**config.mk**
```make
export PLATFORM = sky130hd
export DESIGN_NAME = recursive_lock_table_waiters_top
export DESIGN_NICKNAME = d
export VERILOG_FILES = /design/src/design/rltw_pkg.sv /design/src/design/rltw_table.sv /design/src/design/rltw_ctrl.sv /design/src/design/recursive_lock_table_waiters_top.sv
export SDC_FILE = /design/constraint.sdc
export NUM_CORES = 2
export LEC_CHECK = 0
export ABC_AREA = 1
export BUFFER_PORTS_ARGS = -buffer_cell sky130_fd_sc_hd__buf_4
export CAP_MARGIN = 25
export CORE_ASPECT_RATIO = 2
export CORE_MARGIN = 2
export CORE_UTILIZATION = 45
export CTS_CLUSTER_DIAMETER = 60
export DETAILED_ROUTE_END_ITERATION = 10
export PLACE_DENSITY = 0.65
export SYNTH_ARGS = -nofsm -noshare
export SYNTH_HDL_FRONTEND = slang
export SYNTH_SLANG_ARGS = --single-unit
```
**constraint.sdc**
```tcl
create_clock -name clk -period 10 [get_ports clk]
set_input_delay 0.5 -clock clk [delete_from_list [all_inputs] [get_ports clk]]
set_output_delay 0.5 -clock clk [all_outputs]
set_load 0.01 [all_outputs]
```
**src/design/rltw_pkg.sv**
```systemverilog
package rltw_pkg;

  // Table geometry
  localparam int TABLE_ENTRIES = 16;
  localparam int MAX_TASKS     = 16;
  localparam int IDX_W         = $clog2(TABLE_ENTRIES);

  // Field widths
  localparam int ADDR_W = 64;
  localparam int TID_W  = 4;
  localparam int OWN_W  = 5;
  localparam int CNT_W  = 16;
  localparam int MASK_W = 16;
  localparam int OP_W   = 3;
  localparam int ST_W   = 3;

  localparam logic [OWN_W-1:0] NO_OWNER  = 5'd31;
  localparam logic [CNT_W-1:0] COUNT_MAX = 16'hFFFF;

  // Operation codes
  localparam logic [OP_W-1:0] OP_ANN_ACQ   = 3'd0;
  localparam logic [OP_W-1:0] OP_ANN_TRY   = 3'd1;
  localparam logic [OP_W-1:0] OP_ANN_REL   = 3'd2;
  localparam logic [OP_W-1:0] OP_ANN_OTHER = 3'd3;
  localparam logic [OP_W-1:0] OP_COM_ACQ   = 3'd4;
  localparam logic [OP_W-1:0] OP_COM_TRY   = 3'd5;
  localparam logic [OP_W-1:0] OP_COM_REL   = 3'd6;
  localparam logic [OP_W-1:0] OP_ANN_ALT   = 3'd7;

  // Status codes
  localparam logic [ST_W-1:0] ST_OK          = 3'd0;
  localparam logic [ST_W-1:0] ST_REL_UNKNOWN = 3'd1;
  localparam logic [ST_W-1:0] ST_REL_NONOWN  = 3'd2;
  localparam logic [ST_W-1:0] ST_FULL        = 3'd3;
  localparam logic [ST_W-1:0] ST_ACQ_HELD    = 3'd4;

  // One lock table entry
  typedef struct packed {
    logic              valid;
    logic [ADDR_W-1:0] address;
    logic [OWN_W-1:0]  owner;
    logic [CNT_W-1:0]  count;
    logic [MASK_W-1:0] waiters;
  } entry_t;

  // Table write command
  typedef struct packed {
    logic             en;
    logic [IDX_W-1:0] idx;
    entry_t           data;
  } tbl_wr_t;

  // Waiter bit of a task; tasks beyond MAX_TASKS have none
  function automatic logic [MASK_W-1:0] task_bit(input logic [TID_W-1:0] tid);
    logic [MASK_W-1:0] m;
    m = '0;
    if (int'(tid) < MAX_TASKS) begin
      m = MASK_W'(1) << tid;
    end
    return m;
  endfunction

  // Announce class: ops 0..3 and the unused code seven
  function automatic logic is_announce(input logic [OP_W-1:0] op);
    return (op[2] == 1'b0) || (op == OP_ANN_ALT);
  endfunction

endpackage

```
**src/design/rltw_table.sv**
```systemverilog
module rltw_table (
  input  logic                            clk,
  input  logic                            rst_n,
  input  logic [rltw_pkg::IDX_W-1:0]      rd_idx,
  output rltw_pkg::entry_t                rd_ent,
  input  rltw_pkg::tbl_wr_t               wr
);

  logic [rltw_pkg::TABLE_ENTRIES-1:0] valid_r;
  logic [rltw_pkg::ADDR_W-1:0]        addr_q   [rltw_pkg::TABLE_ENTRIES];
  logic [rltw_pkg::OWN_W-1:0]         owner_q  [rltw_pkg::TABLE_ENTRIES];
  logic [rltw_pkg::CNT_W-1:0]         count_q  [rltw_pkg::TABLE_ENTRIES];
  logic [rltw_pkg::MASK_W-1:0]        waiter_q [rltw_pkg::TABLE_ENTRIES];

  // Valid bits: cleared by reset
  always_ff @(posedge clk) begin
    if (!rst_n) begin
      valid_r <= '0;
    end else if (wr.en) begin
      valid_r[wr.idx] <= wr.data.valid;
    end
  end

  // Entry payload: only read behind its valid bit
  always_ff @(posedge clk) begin
    if (wr.en) begin
      addr_q[wr.idx]   <= wr.data.address;
      owner_q[wr.idx]  <= wr.data.owner;
      count_q[wr.idx]  <= wr.data.count;
      waiter_q[wr.idx] <= wr.data.waiters;
    end
  end

  // Single read port, walked by the sequencer
  always_comb begin
    rd_ent.valid   = valid_r[rd_idx];
    rd_ent.address = addr_q[rd_idx];
    rd_ent.owner   = owner_q[rd_idx];
    rd_ent.count   = count_q[rd_idx];
    rd_ent.waiters = waiter_q[rd_idx];
  end

endmodule

```
**src/design/rltw_ctrl.sv**
```systemverilog
module rltw_ctrl (
  input  logic                             clk,
  input  logic                             rst_n,
  input  logic                             enabled,
  input  logic                             start,
  output logic                             busy,
  input  logic [rltw_pkg::OP_W-1:0]        in_op,
  input  logic [rltw_pkg::TID_W-1:0]       in_task_id,
  input  logic [rltw_pkg::ADDR_W-1:0]      in_address,
  input  logic [rltw_pkg::MASK_W-1:0]      in_candidate_mask,
  input  logic                             in_skip,
  output logic [rltw_pkg::IDX_W-1:0]       rd_idx,
  input  rltw_pkg::entry_t                 rd_ent,
  output rltw_pkg::tbl_wr_t                wr,
  output logic                             out_valid,
  output logic [rltw_pkg::MASK_W-1:0]      out_filtered_mask,
  output logic                             out_self_waits,
  output logic                             out_checkpoint,
  output logic                             out_try_busy,
  output logic [rltw_pkg::ST_W-1:0]        out_status
);

  localparam logic [1:0] S_IDLE   = 2'd0;
  localparam logic [1:0] S_SEARCH = 2'd1;
  localparam logic [1:0] S_APPLY  = 2'd2;
  localparam logic [1:0] S_FILTER = 2'd3;

  localparam logic [rltw_pkg::IDX_W-1:0] LAST_IDX =
    rltw_pkg::IDX_W'(rltw_pkg::TABLE_ENTRIES - 1);

  logic [1:0]                      state_r, state_nxt;
  logic [rltw_pkg::IDX_W-1:0]      idx_r, idx_nxt;
  logic [rltw_pkg::OP_W-1:0]       op_r, op_nxt;
  logic [rltw_pkg::TID_W-1:0]      tid_r, tid_nxt;
  logic [rltw_pkg::ADDR_W-1:0]     addr_r, addr_nxt;
  logic [rltw_pkg::MASK_W-1:0]     mask_r, mask_nxt;
  logic                            sw_r, sw_nxt;
  logic                            chk_r, chk_nxt;
  logic [rltw_pkg::ST_W-1:0]       stat_r, stat_nxt;
  logic                            hit_r, hit_nxt;
  logic [rltw_pkg::IDX_W-1:0]      hit_idx_r, hit_idx_nxt;
  logic                            free_r, free_nxt;
  logic [rltw_pkg::IDX_W-1:0]      free_idx_r, free_idx_nxt;

  logic                            out_valid_r, out_valid_nxt;
  logic [rltw_pkg::MASK_W-1:0]     out_mask_r, out_mask_nxt;
  logic                            out_sw_r, out_sw_nxt;
  logic                            out_chk_r, out_chk_nxt;
  logic                            out_busy_r, out_busy_nxt;
  logic [rltw_pkg::ST_W-1:0]       out_stat_r, out_stat_nxt;

  logic [rltw_pkg::MASK_W-1:0]     me;
  logic [rltw_pkg::OWN_W-1:0]      tid_own;
  logic                            ann_in;
  logic                            ann_r;

  // Apply-step results
  rltw_pkg::entry_t                ent_a;
  logic [rltw_pkg::ST_W-1:0]       st_a;
  logic                            bz_a;
  logic                            we_a;

  // Filter-step results
  logic                            held;
  logic [rltw_pkg::MASK_W-1:0]     filt_mask;
  logic                            filt_sw;

  assign me      = rltw_pkg::task_bit(tid_r);
  assign tid_own = {1'b0, tid_r};
  assign ann_in  = rltw_pkg::is_announce(in_op);
  assign ann_r   = rltw_pkg::is_announce(op_r);
  assign busy    = (state_r != S_IDLE);

  // Filter: drop waiters of held locks
  assign held      = rd_ent.valid && (rd_ent.owner != rltw_pkg::NO_OWNER);
  assign filt_mask = held ? (mask_r & ~rd_ent.waiters) : mask_r;
  assign filt_sw   = sw_r | (held && ((rd_ent.waiters & me) != '0));

  // Entry update for the selected slot
  always_comb begin
    ent_a = rd_ent;
    st_a  = rltw_pkg::ST_OK;
    bz_a  = 1'b0;
    we_a  = 1'b0;
    if (!hit_r) begin
      ent_a.valid   = 1'b1;
      ent_a.address = addr_r;
      ent_a.owner   = rltw_pkg::NO_OWNER;
      ent_a.count   = '0;
      ent_a.waiters = '0;
    end
    unique case (op_r)
      rltw_pkg::OP_ANN_ACQ: begin
        if (!hit_r && !free_r) begin
          st_a = rltw_pkg::ST_FULL;
        end else begin
          we_a = 1'b1;
          if (ent_a.owner != tid_own) begin
            ent_a.waiters = ent_a.waiters | me;
          end
        end
      end
      rltw_pkg::OP_COM_ACQ, rltw_pkg::OP_COM_TRY: begin
        if (!hit_r && !free_r) begin
          st_a = rltw_pkg::ST_FULL;
        end else begin
          we_a = 1'b1;
          if (ent_a.owner == rltw_pkg::NO_OWNER) begin
            ent_a.owner = tid_own;
            ent_a.count = '0;
            if (op_r == rltw_pkg::OP_COM_ACQ) begin
              ent_a.waiters = ent_a.waiters & ~me;
            end
          end
          if (ent_a.owner == tid_own) begin
            if (ent_a.count != rltw_pkg::COUNT_MAX) begin
              ent_a.count = ent_a.count + 1'b1;
            end
          end else if (op_r == rltw_pkg::OP_COM_ACQ) begin
            st_a = rltw_pkg::ST_ACQ_HELD;
          end else begin
            bz_a = 1'b1;
          end
        end
      end
      rltw_pkg::OP_COM_REL: begin
        if (!hit_r) begin
          st_a = rltw_pkg::ST_REL_UNKNOWN;
        end else begin
          we_a = 1'b1;
          if (ent_a.owner != tid_own) begin
            st_a = rltw_pkg::ST_REL_NONOWN;
          end
          if (ent_a.count != '0) begin
            ent_a.count = ent_a.count - 1'b1;
          end
          if (ent_a.count == '0) begin
            ent_a.owner = rltw_pkg::NO_OWNER;
            if (ent_a.waiters == '0) begin
              ent_a.valid = 1'b0;
            end
          end
        end
      end
      default: begin
      end
    endcase
  end

  // Sequencer
  always_comb begin
    state_nxt    = state_r;
    idx_nxt      = idx_r;
    op_nxt       = op_r;
    tid_nxt      = tid_r;
    addr_nxt     = addr_r;
    mask_nxt     = mask_r;
    sw_nxt       = sw_r;
    chk_nxt      = chk_r;
    stat_nxt     = stat_r;
    hit_nxt      = hit_r;
    hit_idx_nxt  = hit_idx_r;
    free_nxt     = free_r;
    free_idx_nxt = free_idx_r;
    out_valid_nxt = 1'b0;
    out_mask_nxt  = out_mask_r;
    out_sw_nxt    = out_sw_r;
    out_chk_nxt   = out_chk_r;
    out_busy_nxt  = out_busy_r;
    out_stat_nxt  = out_stat_r;
    rd_idx       = idx_r;
    wr           = '0;

    unique case (state_r)
      S_IDLE: begin
        if (start) begin
          op_nxt   = in_op;
          tid_nxt  = in_task_id;
          addr_nxt = in_address;
          mask_nxt = in_candidate_mask;
          sw_nxt   = 1'b0;
          stat_nxt = rltw_pkg::ST_OK;
          hit_nxt  = 1'b0;
          free_nxt = 1'b0;
          idx_nxt  = '0;
          chk_nxt  = ann_in && (in_op <= rltw_pkg::OP_ANN_REL);
          if (ann_in && (in_skip || !enabled)) begin
            // pass-through beat, no table work
            out_valid_nxt = 1'b1;
            out_mask_nxt  = in_candidate_mask;
            out_sw_nxt    = 1'b0;
            out_chk_nxt   = 1'b0;
            out_busy_nxt  = 1'b0;
            out_stat_nxt  = rltw_pkg::ST_OK;
          end else if (!ann_in || (in_op == rltw_pkg::OP_ANN_ACQ)) begin
            state_nxt = S_SEARCH;
          end else begin
            state_nxt = S_FILTER;
          end
        end
      end
      S_SEARCH: begin
        // lowest matching entry and lowest free slot
        if (rd_ent.valid && (rd_ent.address == addr_r) && !hit_r) begin
          hit_nxt     = 1'b1;
          hit_idx_nxt = idx_r;
        end
        if (!rd_ent.valid && !free_r) begin
          free_nxt     = 1'b1;
          free_idx_nxt = idx_r;
        end
        if (idx_r == LAST_IDX) begin
          idx_nxt   = '0;
          state_nxt = S_APPLY;
        end else begin
          idx_nxt = idx_r + 1'b1;
        end
      end
      S_APPLY: begin
        rd_idx    = hit_r ? hit_idx_r : free_idx_r;
        wr.en     = we_a;
        wr.idx    = rd_idx;
        wr.data   = ent_a;
        stat_nxt  = st_a;
        idx_nxt   = '0;
        if (ann_r) begin
          state_nxt = S_FILTER;
        end else begin
          out_valid_nxt = 1'b1;
          out_mask_nxt  = '0;
          out_sw_nxt    = 1'b0;
          out_chk_nxt   = 1'b0;
          out_busy_nxt  = bz_a;
          out_stat_nxt  = st_a;
          state_nxt     = S_IDLE;
        end
      end
      S_FILTER: begin
        mask_nxt = filt_mask;
        sw_nxt   = filt_sw;
        if (idx_r == LAST_IDX) begin
          out_valid_nxt = 1'b1;
          out_mask_nxt  = filt_mask;
          out_sw_nxt    = filt_sw;
          out_chk_nxt   = chk_r;
          out_busy_nxt  = 1'b0;
          out_stat_nxt  = stat_r;
          idx_nxt       = '0;
          state_nxt     = S_IDLE;
        end else begin
          idx_nxt = idx_r + 1'b1;
        end
      end
      default: begin
        state_nxt = S_IDLE;
      end
    endcase
  end

  // Control registers
  always_ff @(posedge clk) begin
    if (!rst_n) begin
      state_r     <= S_IDLE;
      idx_r       <= '0;
      out_valid_r <= 1'b0;
    end else begin
      state_r     <= state_nxt;
      idx_r       <= idx_nxt;
      out_valid_r <= out_valid_nxt;
    end
  end

  // Item and result payload
  always_ff @(posedge clk) begin
    op_r       <= op_nxt;
    tid_r      <= tid_nxt;
    addr_r     <= addr_nxt;
    mask_r     <= mask_nxt;
    sw_r       <= sw_nxt;
    chk_r      <= chk_nxt;
    stat_r     <= stat_nxt;
    hit_r      <= hit_nxt;
    hit_idx_r  <= hit_idx_nxt;
    free_r     <= free_nxt;
    free_idx_r <= free_idx_nxt;
    out_mask_r <= out_mask_nxt;
    out_sw_r   <= out_sw_nxt;
    out_chk_r  <= out_chk_nxt;
    out_busy_r <= out_busy_nxt;
    out_stat_r <= out_stat_nxt;
  end

  assign out_valid         = out_valid_r;
  assign out_filtered_mask = out_mask_r;
  assign out_self_waits    = out_sw_r;
  assign out_checkpoint    = out_chk_r;
  assign out_try_busy      = out_busy_r;
  assign out_status        = out_stat_r;

endmodule

```
**src/design/recursive_lock_table_waiters_top.sv**
```systemverilog
// Recursive mutex lock table with waiter tracking. An event is taken when start
// is high and busy is low; its single result beat appears on the out_ ports for
// exactly one cycle, marked by out_valid, and cannot be held off by the receiver.
// The table has one read port that the sequencer walks one entry per cycle, so
// timing follows the number of table walks: commit ops and announce-acquire
// search the 16 entries and then apply one update; announce-acquire then also
// walks the table again to filter the candidate mask, and other announces walk
// it only for that filter. A skipped announce, or any announce with enabled at
// 0, returns its beat in the next cycle without going busy. The result beat
// shows in the same cycle that busy drops, and a new event may start then.
// The enabled register (reset 1) is written through cfg_valid/cfg_ready, which
// is ready whenever the block is not busy.
module recursive_lock_table_waiters_top (
  input  logic                             clk,
  input  logic                             rst_n,
  input  logic                             start,
  output logic                             busy,
  input  logic [rltw_pkg::OP_W-1:0]        in_op,
  input  logic [rltw_pkg::TID_W-1:0]       in_task_id,
  input  logic [rltw_pkg::ADDR_W-1:0]      in_address,
  input  logic [rltw_pkg::MASK_W-1:0]      in_candidate_mask,
  input  logic                             in_skip,
  output logic                             out_valid,
  output logic [rltw_pkg::MASK_W-1:0]      out_filtered_mask,
  output logic                             out_self_waits,
  output logic                             out_checkpoint,
  output logic                             out_try_busy,
  output logic [rltw_pkg::ST_W-1:0]        out_status,
  input  logic                             cfg_valid,
  output logic                             cfg_ready,
  input  logic                             cfg_enabled
);

  logic                        enabled_r;
  logic [rltw_pkg::IDX_W-1:0]  rd_idx;
  rltw_pkg::entry_t            rd_ent;
  rltw_pkg::tbl_wr_t           wr;

  // Configuration register
  assign cfg_ready = !busy;

  always_ff @(posedge clk) begin
    if (!rst_n) begin
      enabled_r <= 1'b1;
    end else if (cfg_valid && cfg_ready) begin
      enabled_r <= cfg_enabled;
    end
  end

  rltw_table u_table (
    .clk    (clk),
    .rst_n  (rst_n),
    .rd_idx (rd_idx),
    .rd_ent (rd_ent),
    .wr     (wr)
  );

  rltw_ctrl u_ctrl (
    .clk               (clk),
    .rst_n             (rst_n),
    .enabled           (enabled_r),
    .start             (start),
    .busy              (busy),
    .in_op             (in_op),
    .in_task_id        (in_task_id),
    .in_address        (in_address),
    .in_candidate_mask (in_candidate_mask),
    .in_skip           (in_skip),
    .rd_idx            (rd_idx),
    .rd_ent            (rd_ent),
    .wr                (wr),
    .out_valid         (out_valid),
    .out_filtered_mask (out_filtered_mask),
    .out_self_waits    (out_self_waits),
    .out_checkpoint    (out_checkpoint),
    .out_try_busy      (out_try_busy),
    .out_status        (out_status)
  );

  // Result beats only come out once the sequencer is back to idle
  a_out_when_idle: assert property (@(posedge clk) disable iff (!rst_n)
    out_valid |-> !busy)
    else $error("result beat while busy");

  // A commit op always runs the table walk
  a_commit_goes_busy: assert property (@(posedge clk) disable iff (!rst_n)
    (start && !busy && in_op[2] && (in_op != rltw_pkg::OP_ANN_ALT)) |=> busy)
    else $error("commit op did not start table walk");

  // Announce beats never report a try failure or a release error
  a_chk_fields: assert property (@(posedge clk) disable iff (!rst_n)
    (out_valid && out_checkpoint) |->
      (!out_try_busy && (out_status == rltw_pkg::ST_OK || out_status == rltw_pkg::ST_FULL)))
    else $error("announce beat with commit-only fields");

  // A failed try comes from a commit: no mask on that beat
  a_busy_no_mask: assert property (@(posedge clk) disable iff (!rst_n)
    (out_valid && out_try_busy) |-> (out_filtered_mask == '0 && !out_self_waits))
    else $error("try-busy beat carries mask data");

endmodule

```
==> metrics.md <==
| Metric | Value |
|---|---|
| Status | `finished clean` |
| Reg2reg start | `u_ctrl.state_r[1]$_SDFFE_PN0P_` |
| CTS clk-pin slew, worst paths | `0.06 ns` |
| PD cells | `216 nW/um^2` |
| Yosys top cell area share | `68.9%` |
| Post-Syn Instances | `6527` |
| Initial core utilization | `45.2%` |
| First-pass GRT wire length | `339000 um` |
| Worst min-delay path endpoint | `u_ctrl.mask_r[2]$_DFFE_PP_` |
| Die area | `172000 um^2` |
| Via density | `6.13` |
| Yosys warns | `0` |
| Dominant register cell in the synthesized netlist | `edfxtp_1` |
| Most frequent cell after synthesis | `nand3_1` |
| Slew Limit Fails | `0` |
| Setup TNS | `0 ns` |
| Post-synthesis sequential area ratio | `69.5%` |
| Max Clk Rate | `132 MHz` |
| RR Endpoint | `u_ctrl.hit_idx_r[3]$_DFFE_PP_` |
| Drt first pass iters | `8` |
| Clk sinks | `1764` |
| Area contributors post-synth | `edfxtp_1 69%, nand3_1 12%, nand2_1 5.4%` |
| Yosys cell types | `55` |
| Arrival @ worst endpoint | `7.99 ns` |
| Dominant cell type by area after synthesis | `edfxtp_1` |
| Max Cap Viol | `0` |
| Placed insts | `8435` |
| Rel. slew slack | `24.0%` |
| Period utilisation layout | `75.5%` |
| CTS Root Cell | `clkbuf_16` |
| Critical path startpoint category | `flop` |
| CP max FO | `158` |
| DR WL/cell | `26.3 um` |
| Clock Tree Buf Depth | `4` |
| Final setup viols | `0` |
| Post-CTS sizing | `0` |
| VDD IR max | `0.183 mV` |
| RSZ-0062 raised after global routing | `false` |
| Remaining DRCs | `0` |
| Drt initial violations | `6003` |
| Cell mode on critical path | `nand2_1` |
| Initial antenna violation count | `1` |
| Min Tclk post-route | `7.55 ns` |
| HPWL after DPL | `128000 um` |
| Hold Startpoint | `in_candidate_mask[2]` |
| Die width | `294 um` |
| Worst endpoint required time | `10.44 ns` |
| Routed Antenna Nets | `0` |
| CP top delay family | `simple AND/OR/NAND/NOR gates` |
| Syn avg cell area | `11.6 um^2` |
| H-tree levels | `4` |
| Hold WC Path Type | `input port to flop` |
| CTS tree | `done` |
| Top-level port count | `118` |
| Fin. Hold Viols | `0` |
| Reg2Reg Setup Slack | `2.45 ns` |
| Most frequent cells after synthesis | `1799 x nand3_1, 1740 x edfxtp_1, 1094 x nand2_1, 293 x o21ai_0, 275 x a21oi_1` |
| Reg2Reg Depth | `18` |
| Hold Path Cell Cnt | `3` |
| Tot GR Track Use | `26.4%` |
| DP Area | `78300 um^2` |
| Total global routing overflow | `0` |
| Rows | `213` |
| Crit path buffers/inverters | `4` |
| Nets@finish | `6643` |
| Cell Count, Final, Fillers Out | `8807` |
| Clock Latency Late Sink | `0.82 ns` |
| EDFF count, synth | `1740` |
| Routed via count | `54027` |
| Core footprint | `168000 um^2` |
| Routability cong. | `1.02` |
| Async SR Flop Fraction | `0%` |
| Worst-path cell chain | `inv_2 > nor2_8 > nand2_8 > nand2_8 > buf_4 > buf_12 > o21ai_0 > o21ai_0 > o221ai_1 > nand2_1 > inv_1 > nor3_1 > nand2_1 > nor3_1 > nand2_1 > nor2_1 > nand3b_1 > nor2_1` |
| Pleak | `29.1 nW` |
| Syn Nets | `6623` |
| Die height | `585 um` |
| FF+latch count, synth | `1764` |
| Largest net degree at the start of global routing | `201` |
| Slowest stage delay, CP | `0.81 ns` |
| Critical Path End Type | `flop` |
| PortBufs | `117` |
| Number of global-route vias before repair | `52691` |
| Worst-Margin Slew | `1.14 ns` |
| Synth-to-Final Area Change | `11.0%` |
| Slowest cell on the critical path | `nand2_8` |
| Setup Skew | `0.0387 ns` |
| WS Path Type | `flop to flop` |
| CTS buffer count | `163` |
| Design area | `84200 um^2` |
| Drt total wl | `232000 um` |
| Fraction of final layout cells sized beyond drive strength 1 | `8.64%` |
| Synthesized area | `75800 um^2` |
==> tightest hold or removal path: cells and delay by family <==
family / cells / cell delay [ns]
compound gates: 1 / 0.13
buf+inv: 2 / 0.11
==> cell type report <==
class | instances | area (um^2)
sequential | 1764 | 52700
clock buffer | 209 | 4360
antenna | 1 | 2.50
multi-input combinational | 4078 | 20100
fill | 14485 | 83700
inverter | 207 | 787
clock inverter | 65 | 548
timing repair buffer | 333 | 3000
tap | 2150 | 2690
==> through the flow <==
step,util (%),hold slack (ns),worst slack [ns],total power [mW]
2_1_floorplan,-,0.487,2.97,11.1
3_3_place_gp,46.5,0.517,2.66,12.3
3_5_place_dp,46.6,0.521,2.61,12.3
4_1_cts,50.0,0.00136,2.57,18.2
5_1_grt,50.1,0.0382,1.98,18.9
6_report,50.1,0.0424,2.45,18.2
==> state kept, by name, summed over array words and instances (netlist names), 2 cells and up <==
name / flops
u_ctrl.out_filtered_mask: 16
u_ctrl.hit_idx_r: 4
u_table.valid_r: 16
u_table.addr_q: 1024
u_ctrl.addr_r: 64
u_ctrl.stat_r: 3
u_table.count_q: 256
u_ctrl.op_r: 3
u_ctrl.out_status: 3
u_ctrl.tid_r: 4
u_ctrl.mask_r: 16
u_ctrl.free_idx_r: 4
u_ctrl.state_r: 2
u_ctrl.idx_r: 4
u_table.waiter_q: 256
u_table.owner_q: 80
==> cells in the final DEF (no fill, tap or decap), types with 29 or more instances in the layout <==
master / Yosys / final
nand3_1: 1799 / 1799
edfxtp_1: 1740 / 1740
nand2_1: 1094 / 1094
o21ai_0: 293 / 293
a21oi_1: 275 / 275
buf_4: 36 / 228
inv_1: 196 / 195
clkbuf_16: 0 / 167
nor2_1: 163 / 146
o211ai_1: 101 / 101
dlygate4sd3_1: 0 / 80
o21ai_1: 51 / 51
nand4_1: 48 / 48
clkbuf_1: 110 / 40
nor3_1: 39 / 37
a32o_1: 37 / 37
or2_2: 37 / 37
clkinv_1: 3 / 29
==> how the worst max path moves through the flow <==
stage,cells after the start,from,end
final,18,u_ctrl.state_r[1]$_SDFFE_PN0P_,u_ctrl.hit_idx_r[3]$_DFFE_PP_
after global routing,28,u_ctrl.state_r[1]$_SDFFE_PN0P_,u_table.count_q[9][1]$_DFFE_PP_
after CTS,18,u_ctrl.state_r[1]$_SDFFE_PN0P_,u_ctrl.hit_idx_r[3]$_DFFE_PP_
after detailed placement,18,u_ctrl.state_r[1]$_SDFFE_PN0P_,u_ctrl.hit_idx_r[1]$_DFFE_PP_
after global placement,28,u_ctrl.state_r[1]$_SDFFE_PN0P_,u_table.count_q[2][1]$_DFFE_PP_
after floorplan,15,u_ctrl.hit_r$_DFFE_PP_,u_table.valid_r[11]$_SDFFE_PN0P_
==> cells by family (layout without fill, tap and decap cells) <==
kind of cell / Yosys count / after routing / share of synthesized area, %
AOI/OAI and AO/OA: 798 / 798 / 6.05
and+or+nand+nor: 3244 / 3244 / 19.8
DFF: 1764 / 1764 / 69.5
buffers and inverters: 685 / 814 / 4.21
adders and majority gates: 3 / 3 / 0.0495
xor gates and xnor gates: 33 / 33 / 0.381
other: 0 / 1 / 0
==> power by group <==
| part | switching, mW | internal [mW] |
|---|---|---|
| Sequential | 0.0902 | 8.33 |
| Clock | 2.64 | 3.30 |
| Combinational | 2.84 | 1.03 |
| Total | 5.57 | 12.7 |
==> repair_timing <==
action	4_1_cts	5_1_grt
hold endpoints to repair	81	0
setup buffers	0	0
hold buffers	80	0
==> routing by layer <==
metal  vias up  routed length, um  global-route usage, %
met5         -                  0                      0
li1      23894                  -                      -
met4         0              15300                   16.0
met3       675              16600                   3.10
met2      2742             118000                   46.3
met1     26716              82500                   31.0
(Power assumes the default switching activity.)
